==> src/design/lbm_pkg.sv <==
package lbm_pkg;

  localparam int unsigned SAMPLE_W   = 32;
  localparam int unsigned LEVEL_W    = 16;
  localparam int unsigned THR_W      = 16;
  localparam int unsigned MAX_BLOCK  = 128;
  localparam int unsigned LED_COUNT  = 10;

  localparam int unsigned CNT_W      = $clog2(MAX_BLOCK + 1);
  localparam int unsigned SUM_W      = SAMPLE_W + $clog2(MAX_BLOCK);

  localparam int unsigned DIGIT_W    = 4;
  localparam int unsigned NUM_DIGITS = (SUM_W + DIGIT_W - 1) / DIGIT_W;
  localparam int unsigned ACC_W      = NUM_DIGITS * DIGIT_W;
  localparam int unsigned DIG_CNT_W  = $clog2(NUM_DIGITS);

  // mean / 2^31 in Q0.16 is (sum >> 15) / count
  localparam int unsigned Q_SHIFT    = SAMPLE_W - LEVEL_W - 1;
  localparam int unsigned DIVD_W     = SUM_W - Q_SHIFT;
  localparam int unsigned DIV_CNT_W  = $clog2(DIVD_W);

  localparam int unsigned N_W        = $clog2(LED_COUNT + 1);
  localparam int unsigned SQ_W       = $clog2(LED_COUNT * LED_COUNT + 1);
  localparam int unsigned LIM_W      = LEVEL_W + SQ_W;

  localparam logic [THR_W-1:0] THR_RESET = THR_W'(32768);

  localparam int unsigned OUT_W      = LEVEL_W + LED_COUNT + 2;
  localparam int unsigned OUT_DATA_W = ((OUT_W + 7) / 8) * 8;

  typedef struct packed {
    logic start;
    logic clear;
  } acc_ctl_t;

endpackage

==> src/design/lbm_accum.sv <==
module lbm_accum import lbm_pkg::*; (
  input  logic                clk_i,
  input  logic                rst_ni,
  input  acc_ctl_t            ctl_i,
  input  logic [SAMPLE_W-1:0] sample_i,
  output logic [SUM_W-1:0]    sum_o,
  output logic [CNT_W-1:0]    count_o,
  output logic                too_long_o,
  output logic                done_o
);

  logic [ACC_W-1:0]     sum_q;
  logic [ACC_W-1:0]     op_q;
  logic                 carry_q;
  logic [CNT_W-1:0]     count_q;
  logic                 ovf_q;
  logic                 busy_q;
  logic                 done_q;
  logic [DIG_CNT_W-1:0] dig_q;

  logic                 full;
  logic                 neg;
  logic [ACC_W-1:0]     sext;
  logic [DIGIT_W:0]     dsum;

  assign full = (count_q == CNT_W'(MAX_BLOCK));
  assign neg  = sample_i[SAMPLE_W-1];
  assign sext = {{(ACC_W - SAMPLE_W){neg}}, sample_i};
  // one digit of sum + |sample| per cycle; negation is invert plus carry-in
  assign dsum = {1'b0, sum_q[DIGIT_W-1:0]} + {1'b0, op_q[DIGIT_W-1:0]}
              + {{DIGIT_W{1'b0}}, carry_q};

  always_ff @(posedge clk_i or negedge rst_ni) begin
    if (!rst_ni) begin
      sum_q   <= '0;
      count_q <= '0;
      ovf_q   <= 1'b0;
      busy_q  <= 1'b0;
      done_q  <= 1'b0;
      dig_q   <= '0;
    end else begin
      done_q <= 1'b0;
      if (ctl_i.clear) begin
        sum_q   <= '0;
        count_q <= '0;
        ovf_q   <= 1'b0;
      end else if (ctl_i.start && !busy_q) begin
        busy_q <= 1'b1;
        dig_q  <= '0;
        if (full) begin
          ovf_q   <= 1'b1;
          op_q    <= '0;
          carry_q <= 1'b0;
        end else begin
          count_q <= count_q + 1'b1;
          op_q    <= sext ^ {ACC_W{neg}};
          carry_q <= neg;
        end
      end else if (busy_q) begin
        sum_q   <= {dsum[DIGIT_W-1:0], sum_q[ACC_W-1:DIGIT_W]};
        op_q    <= op_q >> DIGIT_W;
        carry_q <= dsum[DIGIT_W];
        dig_q   <= dig_q + 1'b1;
        if (dig_q == DIG_CNT_W'(NUM_DIGITS - 1)) begin
          busy_q <= 1'b0;
          done_q <= 1'b1;
        end
      end
    end
  end

  assign sum_o      = sum_q[SUM_W-1:0];
  assign count_o    = count_q;
  assign too_long_o = ovf_q;
  assign done_o     = done_q;

  a_count_bound: assert property (@(posedge clk_i) disable iff (!rst_ni)
    count_q <= CNT_W'(MAX_BLOCK))
    else $error("sample count beyond block limit");

  a_ovf_full: assert property (@(posedge clk_i) disable iff (!rst_ni)
    ovf_q |-> full)
    else $error("overflow flag set with block not full");

endmodule

==> src/design/lbm_div.sv <==
module lbm_div import lbm_pkg::*; (
  input  logic               clk_i,
  input  logic               rst_ni,
  input  logic               start_i,
  input  logic [DIVD_W-1:0]  dividend_i,
  input  logic [CNT_W-1:0]   count_i,
  output logic [LEVEL_W-1:0] level_o,
  output logic               done_o
);

  logic [DIVD_W-1:0]    div_q;
  logic [DIVD_W-1:0]    quo_q;
  logic [CNT_W-1:0]     rem_q;
  logic [CNT_W-1:0]     den_q;
  logic [DIV_CNT_W-1:0] step_q;
  logic                 busy_q;
  logic                 done_q;

  logic [CNT_W:0]       trial;
  logic [CNT_W:0]       diff;
  logic                 ge;
  logic                 sat;

  assign trial = {rem_q, div_q[DIVD_W-1]};
  assign diff  = trial - {1'b0, den_q};
  assign ge    = (trial >= {1'b0, den_q});

  always_ff @(posedge clk_i or negedge rst_ni) begin
    if (!rst_ni) begin
      busy_q <= 1'b0;
      done_q <= 1'b0;
      step_q <= '0;
    end else begin
      done_q <= 1'b0;
      if (start_i && !busy_q) begin
        busy_q <= 1'b1;
        step_q <= '0;
        div_q  <= dividend_i;
        den_q  <= count_i;
        rem_q  <= '0;
        quo_q  <= '0;
      end else if (busy_q) begin
        rem_q  <= ge ? diff[CNT_W-1:0] : trial[CNT_W-1:0];
        quo_q  <= {quo_q[DIVD_W-2:0], ge};
        div_q  <= div_q << 1;
        step_q <= step_q + 1'b1;
        if (step_q == DIV_CNT_W'(DIVD_W - 1)) begin
          busy_q <= 1'b0;
          done_q <= 1'b1;
        end
      end
    end
  end

  assign sat     = |quo_q[DIVD_W-1:LEVEL_W];
  assign level_o = (den_q == '0) ? '0 : (sat ? '1 : quo_q[LEVEL_W-1:0]);
  assign done_o  = done_q;

endmodule

==> src/design/lbm_bar.sv <==
module lbm_bar import lbm_pkg::*; (
  input  logic                 clk_i,
  input  logic                 rst_ni,
  input  logic                 start_i,
  input  logic [LEVEL_W-1:0]   level_i,
  output logic [LED_COUNT-1:0] bar_o,
  output logic                 done_o
);

  localparam int unsigned CMP_W = 2 * N_W + LEVEL_W;

  logic [LIM_W-1:0] limit_q;
  logic [N_W-1:0]   n_q;
  logic             busy_q;
  logic             done_q;

  logic [N_W-1:0]   nxt;
  logic [2*N_W-1:0] prod;
  logic [CMP_W-1:0] lim_ext;
  logic             go;

  assign nxt     = n_q + 1'b1;
  assign prod    = (2*N_W)'(nxt) * (2*N_W)'(nxt);
  assign lim_ext = CMP_W'(limit_q);
  assign go      = (n_q < N_W'(LED_COUNT)) && ({prod, {LEVEL_W{1'b0}}} <= lim_ext);

  always_ff @(posedge clk_i or negedge rst_ni) begin
    if (!rst_ni) begin
      busy_q <= 1'b0;
      done_q <= 1'b0;
      n_q    <= '0;
    end else begin
      done_q <= 1'b0;
      if (start_i && !busy_q) begin
        busy_q  <= 1'b1;
        n_q     <= '0;
        limit_q <= LIM_W'(LIM_W'(level_i) * LIM_W'(LED_COUNT * LED_COUNT));
      end else if (busy_q) begin
        if (go) begin
          n_q <= nxt;
        end else begin
          busy_q <= 1'b0;
          done_q <= 1'b1;
        end
      end
    end
  end

  always_comb begin
    for (int i = 0; i < LED_COUNT; i++) begin
      bar_o[i] = (N_W'(i) < n_q);
    end
  end

  assign done_o = done_q;

endmodule

==> src/design/audio_block_loudness_meter_unit.sv <==
// Non-final sample: accepted, then ready again after 10 digit-serial add steps.
// Final sample: the result is valid after 10 add steps, 24 restoring divide steps,
// up to 11 bar search steps, plus handoff.
// A finished result waits in the output register while the next block accumulates.
// rst_ni (async, active low) clears the sum, count, flags, output valid and
// loads loud_threshold with 32768.
module audio_block_loudness_meter_unit import lbm_pkg::*; (
  input  logic                  clk_i,
  input  logic                  rst_ni,
  input  logic                  cfg_wr_en_i,
  input  logic [THR_W-1:0]      cfg_wr_data_i,
  input  logic                  s_axis_tvalid,
  output logic                  s_axis_tready,
  input  logic [SAMPLE_W-1:0]   s_axis_tdata,   // [31:0] sample
  input  logic                  s_axis_tlast,
  output logic                  m_axis_tvalid,
  input  logic                  m_axis_tready,
  output logic [OUT_DATA_W-1:0] m_axis_tdata    // [15:0] level, [25:16] led_bar,
                                                // [26] loud, [27] block_too_long
);

  typedef enum logic [2:0] {
    ST_IDLE,
    ST_ACC,
    ST_DIV,
    ST_BAR,
    ST_HOLD
  } state_e;

  state_e                state_q;
  logic                  last_q;
  logic [THR_W-1:0]      thr_q;
  logic                  m_valid_q;
  logic [OUT_DATA_W-1:0] m_data_q;

  acc_ctl_t              acc_ctl;
  logic [SUM_W-1:0]      acc_sum;
  logic [CNT_W-1:0]      acc_count;
  logic                  acc_too_long;
  logic                  acc_done;
  logic                  div_start;
  logic                  div_done;
  logic [LEVEL_W-1:0]    level;
  logic                  bar_start;
  logic                  bar_done;
  logic [LED_COUNT-1:0]  led_bar;
  logic                  accept;
  logic                  out_free;
  logic                  load_out;
  logic                  loud;

  assign s_axis_tready = (state_q == ST_IDLE);
  assign accept        = s_axis_tvalid && s_axis_tready;
  assign out_free      = !m_valid_q || m_axis_tready;
  assign load_out      = (state_q == ST_HOLD) && out_free;
  assign div_start     = (state_q == ST_ACC) && acc_done && last_q;
  assign bar_start     = (state_q == ST_DIV) && div_done;
  assign loud          = (level > thr_q);

  assign acc_ctl.start = accept;
  assign acc_ctl.clear = load_out;

  lbm_accum u_accum (
    .clk_i      (clk_i),
    .rst_ni     (rst_ni),
    .ctl_i      (acc_ctl),
    .sample_i   (s_axis_tdata),
    .sum_o      (acc_sum),
    .count_o    (acc_count),
    .too_long_o (acc_too_long),
    .done_o     (acc_done)
  );

  lbm_div u_div (
    .clk_i      (clk_i),
    .rst_ni     (rst_ni),
    .start_i    (div_start),
    .dividend_i (acc_sum[SUM_W-1:Q_SHIFT]),
    .count_i    (acc_count),
    .level_o    (level),
    .done_o     (div_done)
  );

  lbm_bar u_bar (
    .clk_i   (clk_i),
    .rst_ni  (rst_ni),
    .start_i (bar_start),
    .level_i (level),
    .bar_o   (led_bar),
    .done_o  (bar_done)
  );

  always_ff @(posedge clk_i or negedge rst_ni) begin
    if (!rst_ni) begin
      state_q   <= ST_IDLE;
      last_q    <= 1'b0;
      thr_q     <= THR_RESET;
      m_valid_q <= 1'b0;
    end else begin
      if (cfg_wr_en_i) begin
        thr_q <= cfg_wr_data_i;
      end
      if (load_out) begin
        m_valid_q <= 1'b1;
      end else if (m_axis_tready) begin
        m_valid_q <= 1'b0;
      end
      case (state_q)
        ST_IDLE: begin
          if (accept) begin
            last_q  <= s_axis_tlast;
            state_q <= ST_ACC;
          end
        end
        ST_ACC: begin
          if (acc_done) begin
            state_q <= last_q ? ST_DIV : ST_IDLE;
          end
        end
        ST_DIV: begin
          if (div_done) begin
            state_q <= ST_BAR;
          end
        end
        ST_BAR: begin
          if (bar_done) begin
            state_q <= ST_HOLD;
          end
        end
        ST_HOLD: begin
          if (out_free) begin
            m_data_q  <= OUT_DATA_W'({acc_too_long, loud, led_bar, level});
            state_q   <= ST_IDLE;
          end
        end
        default: begin
          state_q <= ST_IDLE;
        end
      endcase
    end
  end

  assign m_axis_tvalid = m_valid_q;
  assign m_axis_tdata  = m_data_q;

  a_acc_done_state: assert property (@(posedge clk_i) disable iff (!rst_ni)
    acc_done |-> (state_q == ST_ACC))
    else $error("accumulator finished outside accumulate phase");

  a_div_done_state: assert property (@(posedge clk_i) disable iff (!rst_ni)
    div_done |-> (state_q == ST_DIV))
    else $error("divider finished outside divide phase");

  a_result_shown: assert property (@(posedge clk_i) disable iff (!rst_ni)
    load_out |=> m_axis_tvalid)
    else $error("result not presented after load");

endmodule

==> config.mk <==
export PLATFORM = sky130hd
export DESIGN_NAME = audio_block_loudness_meter_unit
export DESIGN_NICKNAME = d
export VERILOG_FILES = /design/src/design/lbm_pkg.sv /design/src/design/lbm_accum.sv /design/src/design/lbm_div.sv /design/src/design/lbm_bar.sv /design/src/design/audio_block_loudness_meter_unit.sv
export SDC_FILE = /design/constraint.sdc
export NUM_CORES = 1
export LEC_CHECK = 0
export BUFFER_PORTS_ARGS = -buffer_cell sky130_fd_sc_hd__buf_2
export CORE_AREA = 2 2 148 150
export DETAILED_ROUTE_END_ITERATION = 6
export DIE_AREA = 0 0 150 152
export PLACE_DENSITY = 0.81
export REMOVE_ABC_BUFFERS = 1
export SKIP_LAST_GASP = 1
export SYNTH_ARGS = -nofsm -noshare
export SYNTH_HDL_FRONTEND = slang
export SYNTH_SLANG_ARGS = --single-unit
==> constraint.sdc <==
create_clock -name clk_i -period 4.8 [get_ports clk_i]
set_input_delay 1.2 -clock clk_i [delete_from_list [all_inputs] [get_ports clk_i]]
set_output_delay 1.2 -clock clk_i [all_outputs]
set_load 0.1 [all_outputs]
== Word level (Yosys, flattened, before mapping) ==
Index checks and enable logic that the tools add are counted.
Storage, ports and cells
  register bits: 243
  bits in latches: 0
  memory bits (writable): 0
  ROM bits: 0
  output and inout port bits: 34
  word-level logic and storage cells: 157
  memories: 0
Cells by class
  add/sub/neg operators: 7
  multipliers: 2
  div/mod/pow operators: 0
  magnitude comparators: 14
  eq/ne operators: 14
  shifts and indexed selects: 0
  muxes and demuxes: 57
  bitwise gates (word level): 2
  reduce and logical (&&, ||, !) cells: 37
Operator list (count)
  $mux W40: 6
  $mux W24: 3
  $mux W8: 5
  $xor A40 B40 Y40: 1
  $mux W16: 2
  $mux W1: 27
  $le A24 B23 Y1: 1
  $mul A16 B5 Y21 const B: 1
  $mux W4: 5
  $reduce_and A2 Y1: 9
  $gt A16 B16 Y1: 1
  $lt A3 B4 Y1 const A: 4
  $reduce_bool A2 Y1: 8
  $mux W3: 5
  $pmux W3 S5: 1
  $mux W5: 2
  $ge A9 B8 Y1: 1
  $logic_and A1 B1 Y1: 9
  $add A4 B1 Y4 const B: 2
  $add A8 B1 Y8 const B: 1
  $eq A8 B8 Y1 const B: 1
  $logic_not A8 Y1: 1
  $lt A1 B4 Y1 const A: 2
  $lt A2 B4 Y1 const A: 2
  other kinds (22): 33

== Depth between registers and ports, before layout ==
Gate-level depths: netlist (run 1).
  depth in word-level cells: 7
  depth in mapped cells: 18
  gate-level depth less buffers: 17

== Modules after synthesis ==
Synthesis (run 1) repeated with hierarchy kept, for this count alone.
Unflattened totals
  cell total of the unflattened synthesis: 1228
  area total of the unflattened synthesis: 13536.7 µm²
By module, submodules not included
  lbm_accum: times used 1, cells each 403, area an instance 4495.6 µm²
  lbm_div: times used 1, cells each 324, area an instance 3774.9 µm²
  lbm_bar: times used 1, cells each 333, area an instance 3156.8 µm²
  audio_block_loudness_meter_unit: times used 1, cells each 168, area an instance 2109.5 µm²

== Least setup slack after synthesis (run 1) ==
Ideal clock, no wire load.
  path kind: register -> register
  from: register u_div.quo_q[22]
  to: register u_bar.limit_q[20], data pin
  library setup time: 0.259 ns
  arrival time: 3.816 ns
  required time: 4.541 ns
  setup slack: 0.725 ns
  cell stages (with the launch flop): 19
  cells stage by stage: edfxtp_1 -> nor4_1 -> nand2_1 -> clkbuf_1 -> o21ai_0 -> inv_1 -> ha_1 -> ha_1 -> inv_1 -> fa_1 -> inv_1 -> ha_1 -> nor3_1 -> nor2_1 -> a31oi_1 -> a21oi_1 -> a21o_1 -> a21oi_1 -> xnor2_1
On the way
  cells in the longest elaborated chain, start to end: 4
RTL lines
  start, declared: RTL line lbm_div.sv:12  | logic [DIVD_W-1:0] quo_q;
  start signal, assigned: RTL line lbm_div.sv:44  | quo_q <= {quo_q[DIVD_W-2:0], ge};
  $reduce_or A8 Y1: RTL line lbm_div.sv:55  | assign sat = |quo_q[DIVD_W-1:LEVEL_W];
  $mux W16 (2 in a row): RTL line lbm_div.sv:56  | assign level_o = (den_q == '0) ? '0 : (sat ? '1 : quo_q[LEVEL_W-1:0]);
  named net level[6]: RTL line audio_block_loudness_meter_unit.sv:43  | logic [LEVEL_W-1:0] level;
  $mul A16 B5 Y21: RTL line lbm_bar.sv:37  | limit_q <= LIM_W'(LIM_W'(level_i) * LIM_W'(LED_COUNT * LED_COUNT));
  end signal, assigned: RTL line lbm_bar.sv:37
  end, declared: RTL line lbm_bar.sv:12  | logic [LIM_W-1:0] limit_q;
The timed path passes the listed nets, and every way through them passes these cells.
A chain may end at the register's enable or synchronous reset.

== Final worst setup path (run 1) ==
  from: register u_div.quo_q[18]
  to: register u_bar.limit_q[20], data pin
Same word-level chain as after synthesis.

==> reports/results.tsv, run 1 <==
stage	metric	value	unit
status	status	complete, no violations	
timing	grt_setup_unrepaired	yes	
logic_synthesis	ys.warnings.count	0	
global_routing	grt_usage	0.213	
cells_and_area	drive_above_1_share	0.154	
logic_synthesis	synth_cells	1081	
logic_synthesis	synthesis.area	0.0125	mm^2
worst_setup_path	critical_path_class	reg2reg	
worst_setup_path	slowest_stage	fa_1	
floorplan	die_h	152	um
cells_and_area	post-route-util	0.655	
logic_synthesis	synth_top_area_share	0.347	
timing	slew_headroom	0.221	
placement	pre_cts_slack	275	ps
global_routing	grt_first_pass_wirelength	40000	um
route	antenna_left	0	
timing	finClkSkew	26.2	ps
worst_setup_path	path_cells	nor4_1, nand2_1, o21ai_1, inv_1, ha_1, ha_1, inv_1, fa_1, inv_1, ha_1, nor3_1, nor2_1, a31oi_1, a21oi_1, a21o_1, a21oi_1, xnor2_1	
route	finalWirelength	23400	um
timing	setup_viol	0	
logic_synthesis	synth_flop_cell	edfxtp_1	
timing	worstMarginPinSlew	1160	ps
power_and_ir_drop	total_leakage_power	0.00620	uW
min_path	hold_path_class	reg2reg	
clock_network	cts.htree.levels	1	
floorplan	start_util	0.588	
logic_synthesis	synth_edf_count	145	
clock_network	cts_buffers	25	
cells_and_area	nNetsFinal	1327	
power_and_ir_drop	total_power	6950	uW
floorplan	core-area	0.0214	mm^2
floorplan	die-area	0.0228	mm^2
min_path	hold_depth	0	
logic_synthesis	avgSynthCellArea	11.6	um^2
timing	fin_hold_ws	461	ps
placement	port-buffer-count	83	
floorplan	die_w	150	um
global_routing	antenna_found_initial	0	
placement	hpwl	16000	um
worst_setup_path	start_kind	flop	
worst_setup_path	cp-end-kind	flop	
route	wl_per_cell	16.1	um
route	drc	0	
global_routing	grt_pass1_vias	8391	
clock_network	path_clk_slew	60	ps
power_and_ir_drop	cellPowerDensity	496	mW/mm^2
timing	post-route-period-util	0.935	
route	num_vias	8140	
worst_setup_path	worstPathArrival	4760	ps
clock_network	cts_hold_buf	0	
timing	period_needed	4490	ps
logic_synthesis	yosys.area.top_type	edfxtp_1	
clock_network	cts_sinks	234	
cells_and_area	syn_to_final_growth	11.5	%
timing	fmax	223	MHz
run	cap_violations	0	
floorplan	rows	54	
worst_setup_path	critPathMaxFanout	16	
cells_and_area	n_fill_cell	1605	
clock_network	cts_tree	built	
power_and_ir_drop	vdd_drop_max	0.290	mV
worst_setup_path	required	5070	ps
global_routing	grt.overflow.total	0	
timing	final-hold-violation-count	0	
worst_setup_path	r2r_cells	17	
clock_network	cts_buffer_depth	3	
route	firstDrtPassIters	5	
worst_setup_path	slowest_delay	500	ps
route	via_per_inst	5.58	
timing	drv_slew	0	
cells_and_area	antenna_cells	0	
timing	worst_slack	310	ps
logic_synthesis	synth_area_leaders	edfxtp_1, dfrtp_1, ha_1, mux2i_1, xnor2_1	
logic_synthesis	synthArstFlopShare	0.380	
clock_network	root_buffer	clkbuf_16	
floorplan	boundaryPins	88	
global_routing	grt_max_degree	58	
cells_and_area	final_common_cell	edfxtp_1	
placement	place_congestion	0.797	
logic_synthesis	yosysSeqAreaShare	0.525	
route	drt_iter0_drc	523	
logic_synthesis	ys_types	59	
cells_and_area	final_cell_mix	edfxtp_1, inv_1, ha_1	
clock_network	clk_latency	540	ps
logic_synthesis	synth_seq_cells	234	
## kinds of logic after synthesis
family / share of synthesized area
AND/OR/NAND/NOR: 0.0924
adder cells (fa/ha/maj): 0.122
XOR/XNOR: 0.0475
other: 0.000299
AO/OA/AOI/OAI: 0.105
flip-flops: 0.525
multiplexers: 0.0591
buffers and inverters: 0.0495
## worst max-delay path: cells and delay by family, from the launching register on
| kind | cells | cell delay, ps |
|---|---|---|
| AOI/OAI and AO/OA | 5 | 1090 |
| xor gates and xnor gates | 1 | 70 |
| adders and majority gates | 4 | 1430 |
| buffers and inverters | 3 | 240 |
| DFF | 1 | 410 |
| and+or+nand+nor | 4 | 970 |
## flip-flops by register name, summed over array words and instances (netlist names), 3 cells and up
register         count
u_bar.n_q            4
u_accum.dig_q        4
thr_q               16
u_div.step_q         5
u_bar.limit_q       21
state_q              3
u_div.div_q         24
u_div.rem_q          8
u_accum.op_q        31
u_accum.sum_q       40
u_div.den_q          8
m_axis_tdata        28
u_div.quo_q         24
u_accum.count_o      8
## per-layer routing
layer / wire length (um) / track usage / up-vias
met2: 11700 / 0.374 / 161
met4: 535 / 0.0539 / 0
met1: 10200 / 0.275 / 3966
met5: 0 / 0 / -
li1: - / - / 3976
met3: 956 / 0.0324 / 37
## power by group
group	switching, uW	internal (uW)	leakage (uW)
Combinational	1080	889	0.00336
Clock	794	1070	0.000393
Sequential	343	2780	0.00245
Total	2220	4730	0.00620
## final timing paths
check | start | endpoint | slack, ps
min reg2reg | u_accum.too_long_o$_DFFE_PN0P_ | m_axis_tdata[27]$_DFFE_PP_ | 460
max in group asynchronous | rst_ni | u_accum.busy_q$_DFFE_PN0N_ | 3220
max | u_div.quo_q[18]$_SDFFCE_PP0P_ | u_bar.limit_q[20]$_DFFE_PP_ | 310
min in group asynchronous | rst_ni | u_accum.count_o[0]$_DFFE_PN0P_ | 620
max reg2reg | u_div.quo_q[18]$_SDFFCE_PP0P_ | u_bar.limit_q[20]$_DFFE_PP_ | 310
min | u_accum.too_long_o$_DFFE_PN0P_ | m_axis_tdata[27]$_DFFE_PP_ | 460
## cell usage after synthesis, types with 6 or more instances
| library cell | n |
|---|---|
| and2_1 | 8 |
| nor4_1 | 10 |
| a211oi_1 | 6 |
| nor3_1 | 11 |
| a21o_1 | 15 |
| o21ai_0 | 48 |
| inv_1 | 104 |
| nor2b_1 | 7 |
| buf_4 | 6 |
| edfxtp_1 | 145 |
| a22o_1 | 27 |
| o21a_1 | 11 |
| mux2i_1 | 46 |
| xnor2_1 | 51 |
| ha_1 | 100 |
| xor2_1 | 17 |
| nand4_1 | 12 |
| nand2_1 | 79 |
| buf_2 | 13 |
| mux2_2 | 24 |
| fa_1 | 14 |
| a21oi_1 | 29 |
| nor2_1 | 83 |
| dfrtp_1 | 88 |
| o31ai_1 | 30 |
| clkbuf_1 | 21 |
| nand3_1 | 10 |
## area by class of cell
| cell class | instances | area [um^2] | share of cell area |
|---|---|---|---|
| sequential | 234 | 6580 | 0.470 |
| multi-input combinational | 699 | 5370 | 0.384 |
| clock buffer | 35 | 693 | 0.0495 |
| timing repair buffer | 95 | 508 | 0.0363 |
| inverter | 104 | 390 | 0.0279 |
| tap | 280 | 350 | 0.0250 |
| clock inverter | 11 | 96.3 | 0.00688 |
## timing repair
item | CTS | global route
setup endpoints to repair | 0 | 3
buffers inserted | 0 | 0
gates resized for setup | 0 | 7
## stage by stage
stage	setup TNS [ps]	area (um^2)	cells
6_report	0	14000	1458
5_1_grt	-20.9	14000	1458
4_1_cts	0	14000	1458
3_5_place_dp	0	13200	1412
3_3_place_gp	0	13200	1412
2_1_floorplan	0	12300	1037
Note: power is estimated with default switching activity, not from simulation.
==> run 2, diff against run 1 <==
CTS_CLUSTER_DIAMETER = 120   (was not set)
GPL_TIMING_DRIVEN = 0   (was not set)
SKIP_CTS_REPAIR_TIMING = 1   (was not set)
==> run 2 against run 1 <==
Register-to-register slack got worse by 70 ps. Sequential power grew 2%. Cell count fell by 0.27%. Clock power grew 13%. Via count is 0.36% lower. Clock skew is 15 ps lower. Clock-buffer cell count decreased by 4. Flip-flop and latch count unchanged. Global-route usage fell by 0.64 points. Non-clock buffer count is 3 lower. Critical path type unchanged. Largest power group unchanged.
==> reports/results.tsv, run 2 (synthesis results as in run 1) <==
stage	metric	value	unit
global_routing	grt_use_met2	0.353	
cells_and_area	post-route-util	0.664	
cells_and_area	nNetsFinal	1324	
power_and_ir_drop	switchingPower	2210	uW
timing	slew_headroom	0.204	
timing	post-route-period-util	0.950	
clock_network	cts_buffers	25	
timing	drv_slew	0	
timing	period_needed	4560	ps
floorplan	start_util	0.588	
cells_and_area	multi_input_area	0.00540	mm^2
worst_setup_path	required	5070	ps
power_and_ir_drop	combPwrFrac	0.265	
min_path	hold_path_class	reg2reg	
floorplan	die_h	152	um
cells_and_area	n_fill_cell	1585	
power_and_ir_drop	vdd_drop_max	0.300	mV
timing	finClkSkew	10.7	ps
clock_network	cts.htree.levels	1	
cells_and_area	antenna_cells	0	
floorplan	die_w	150	um
timing	fmax	219	MHz
clock_network	path_clk_slew	60	ps
worst_setup_path	critPathMaxFanout	16	
placement	hpwl	15700	um
timing	final-hold-violation-count	0	
global_routing	top_usage_layer	met2	
global_routing	grt_first_pass_wirelength	38800	um
clock_network	cts_tree	built	
timing	worstMarginPinSlew	1190	ps
route	finalWirelength	22900	um
power_and_ir_drop	total_power	7200	uW
global_routing	grt_pass1_vias	8160	
global_routing	grt_usage	0.206	
global_routing	grt_use_met1	0.275	
global_routing	grt_max_degree	99	
clock_network	root_buffer	clkbuf_16	
clock_network	cts_sinks	234	
route	antenna_left	0	
worst_setup_path	cp-end-kind	flop	
route	via_per_inst	5.58	
floorplan	boundaryPins	88	
clock_network	cts_buffer_depth	3	
worst_setup_path	critical_path_class	reg2reg	
timing	setup_viol	0	
global_routing	antenna_found_initial	0	
global_routing	grt.overflow.total	0	
route	firstDrtPassIters	5	
cells_and_area	regMostFlops	u_accum.sum_q	
cells_and_area	seq_area	0.00658	mm^2
route	wl_per_cell	15.8	um
cells_and_area	largest_register_ffs	40	
placement	port-buffer-count	83	
placement	place_congestion	0.825	
run	cap_violations	0	
power_and_ir_drop	total_leakage_power	0.00627	uW
worst_setup_path	worstReg2RegStart	u_div.quo_q[18]$_SDFFCE_PP0P_	
power_and_ir_drop	p_clk_frac	0.291	
route	num_vias	8111	
power_and_ir_drop	p_int	4980	uW
status	status	complete, no violations	
route	drt_iter0_drc	398	
worst_setup_path	start_kind	flop	
power_and_ir_drop	switching_share	0.308	
clock_network	clk_latency	520	ps
power_and_ir_drop	cellPowerDensity	508	mW/mm^2
min_path	min-delay-start	u_accum.too_long_o$_DFFE_PN0P_	
power_and_ir_drop	seq_power_share	0.444	
global_routing	use_met3	0.0330	
route	drc	0	
floorplan	rows	54	
cells_and_area	syn_to_final_growth	13.0	%
cells_and_area	final_cell_mix	edfxtp_1, inv_1, ha_1	
worst_setup_path	reg2reg_slack	240	ps
cells_and_area	drive_above_1_share	0.158	
cells_and_area	final_common_cell	edfxtp_1	
worst_setup_path	worstPathArrival	4830	ps
floorplan	core-area	0.0214	mm^2
floorplan	die-area	0.0228	mm^2
worst_setup_path	worstSetupStartpoint	u_div.quo_q[18]$_SDFFCE_PP0P_	
[run 2: changes by cell type in the layout (fill, tap and decap cells not counted), moves of 3 or more]
cell	change
buf_4	-10
buf_12	+3
bufinv_16	+5
o21ai_1	-4
clkbuf_1	-3
[run 2: final timing paths]
kind                                                     to  cells after the start
max in group asynchronous        u_accum.busy_q$_DFFE_PN0N_                      2
min in group asynchronous             thr_q[12]$_DFFE_PN0P_                      1
worst min register to register   m_axis_tdata[27]$_DFFE_PP_                      0
worst max register to register  u_bar.limit_q[20]$_DFFE_PP_                     16
worst min-delay path             m_axis_tdata[27]$_DFFE_PP_                      0
worst max-delay path            u_bar.limit_q[20]$_DFFE_PP_                     16
[run 2: power groups by stage]
stage               Sequential [uW]  Combinational [uW]  Clock (uW)
detailed placement             3220                1900           0
global route                   3250                2160        2220
finish                         3190                1910        2100
CTS                            3190                1930        2140
floorplan                      3120                1480           0
global placement               3250                1750           0
[run 2: through the flow]
step	hold WS (ps)	worst slack [ps]	instances	cell area, um^2	TNS, ps
6_report	465	239	1454	14200	0
4_1_cts	463	23.2	1454	14200	0
3_3_place_gp	437	-1180	1400	13100	-63510
5_1_grt	473	-104	1454	14200	-258
3_5_place_dp	447	45.1	1409	13300	0
2_1_floorplan	426	268	1037	12300	0
[run 2: cell type report]
class,instances,area share
inverters,104,0.0275
multi-input cells,699,0.381
flip-flops and latches,234,0.465
clock buffers,31,0.0471
repair buffers,92,0.0394
clock inverters,14,0.0160
well taps,280,0.0247
[run 2: critical path: stages, from the launching register on]
cell      delay (ps)
edfxtp_1         420
nor4_1           420
nand2_2          310
o21a_1           370
ha_1             340
ha_1             280
inv_1             50
fa_1             490
inv_1             40
ha_1             370
a211oi_2         290
o21ai_1          130
a31oi_1          200
a21oi_1          150
a21o_1           200
a21oi_1          170
xnor2_1           80
[run 2: metal layers]
metal / routed length (um) / share of wire / vias to the layer above
met2: 11400 / 0.50 / 160
met5: 0 / 0 / -
li1: - / - / 3957
met4: 433 / 0.019 / 0
met1: 10100 / 0.44 / 3957
met3: 1000 / 0.044 / 37
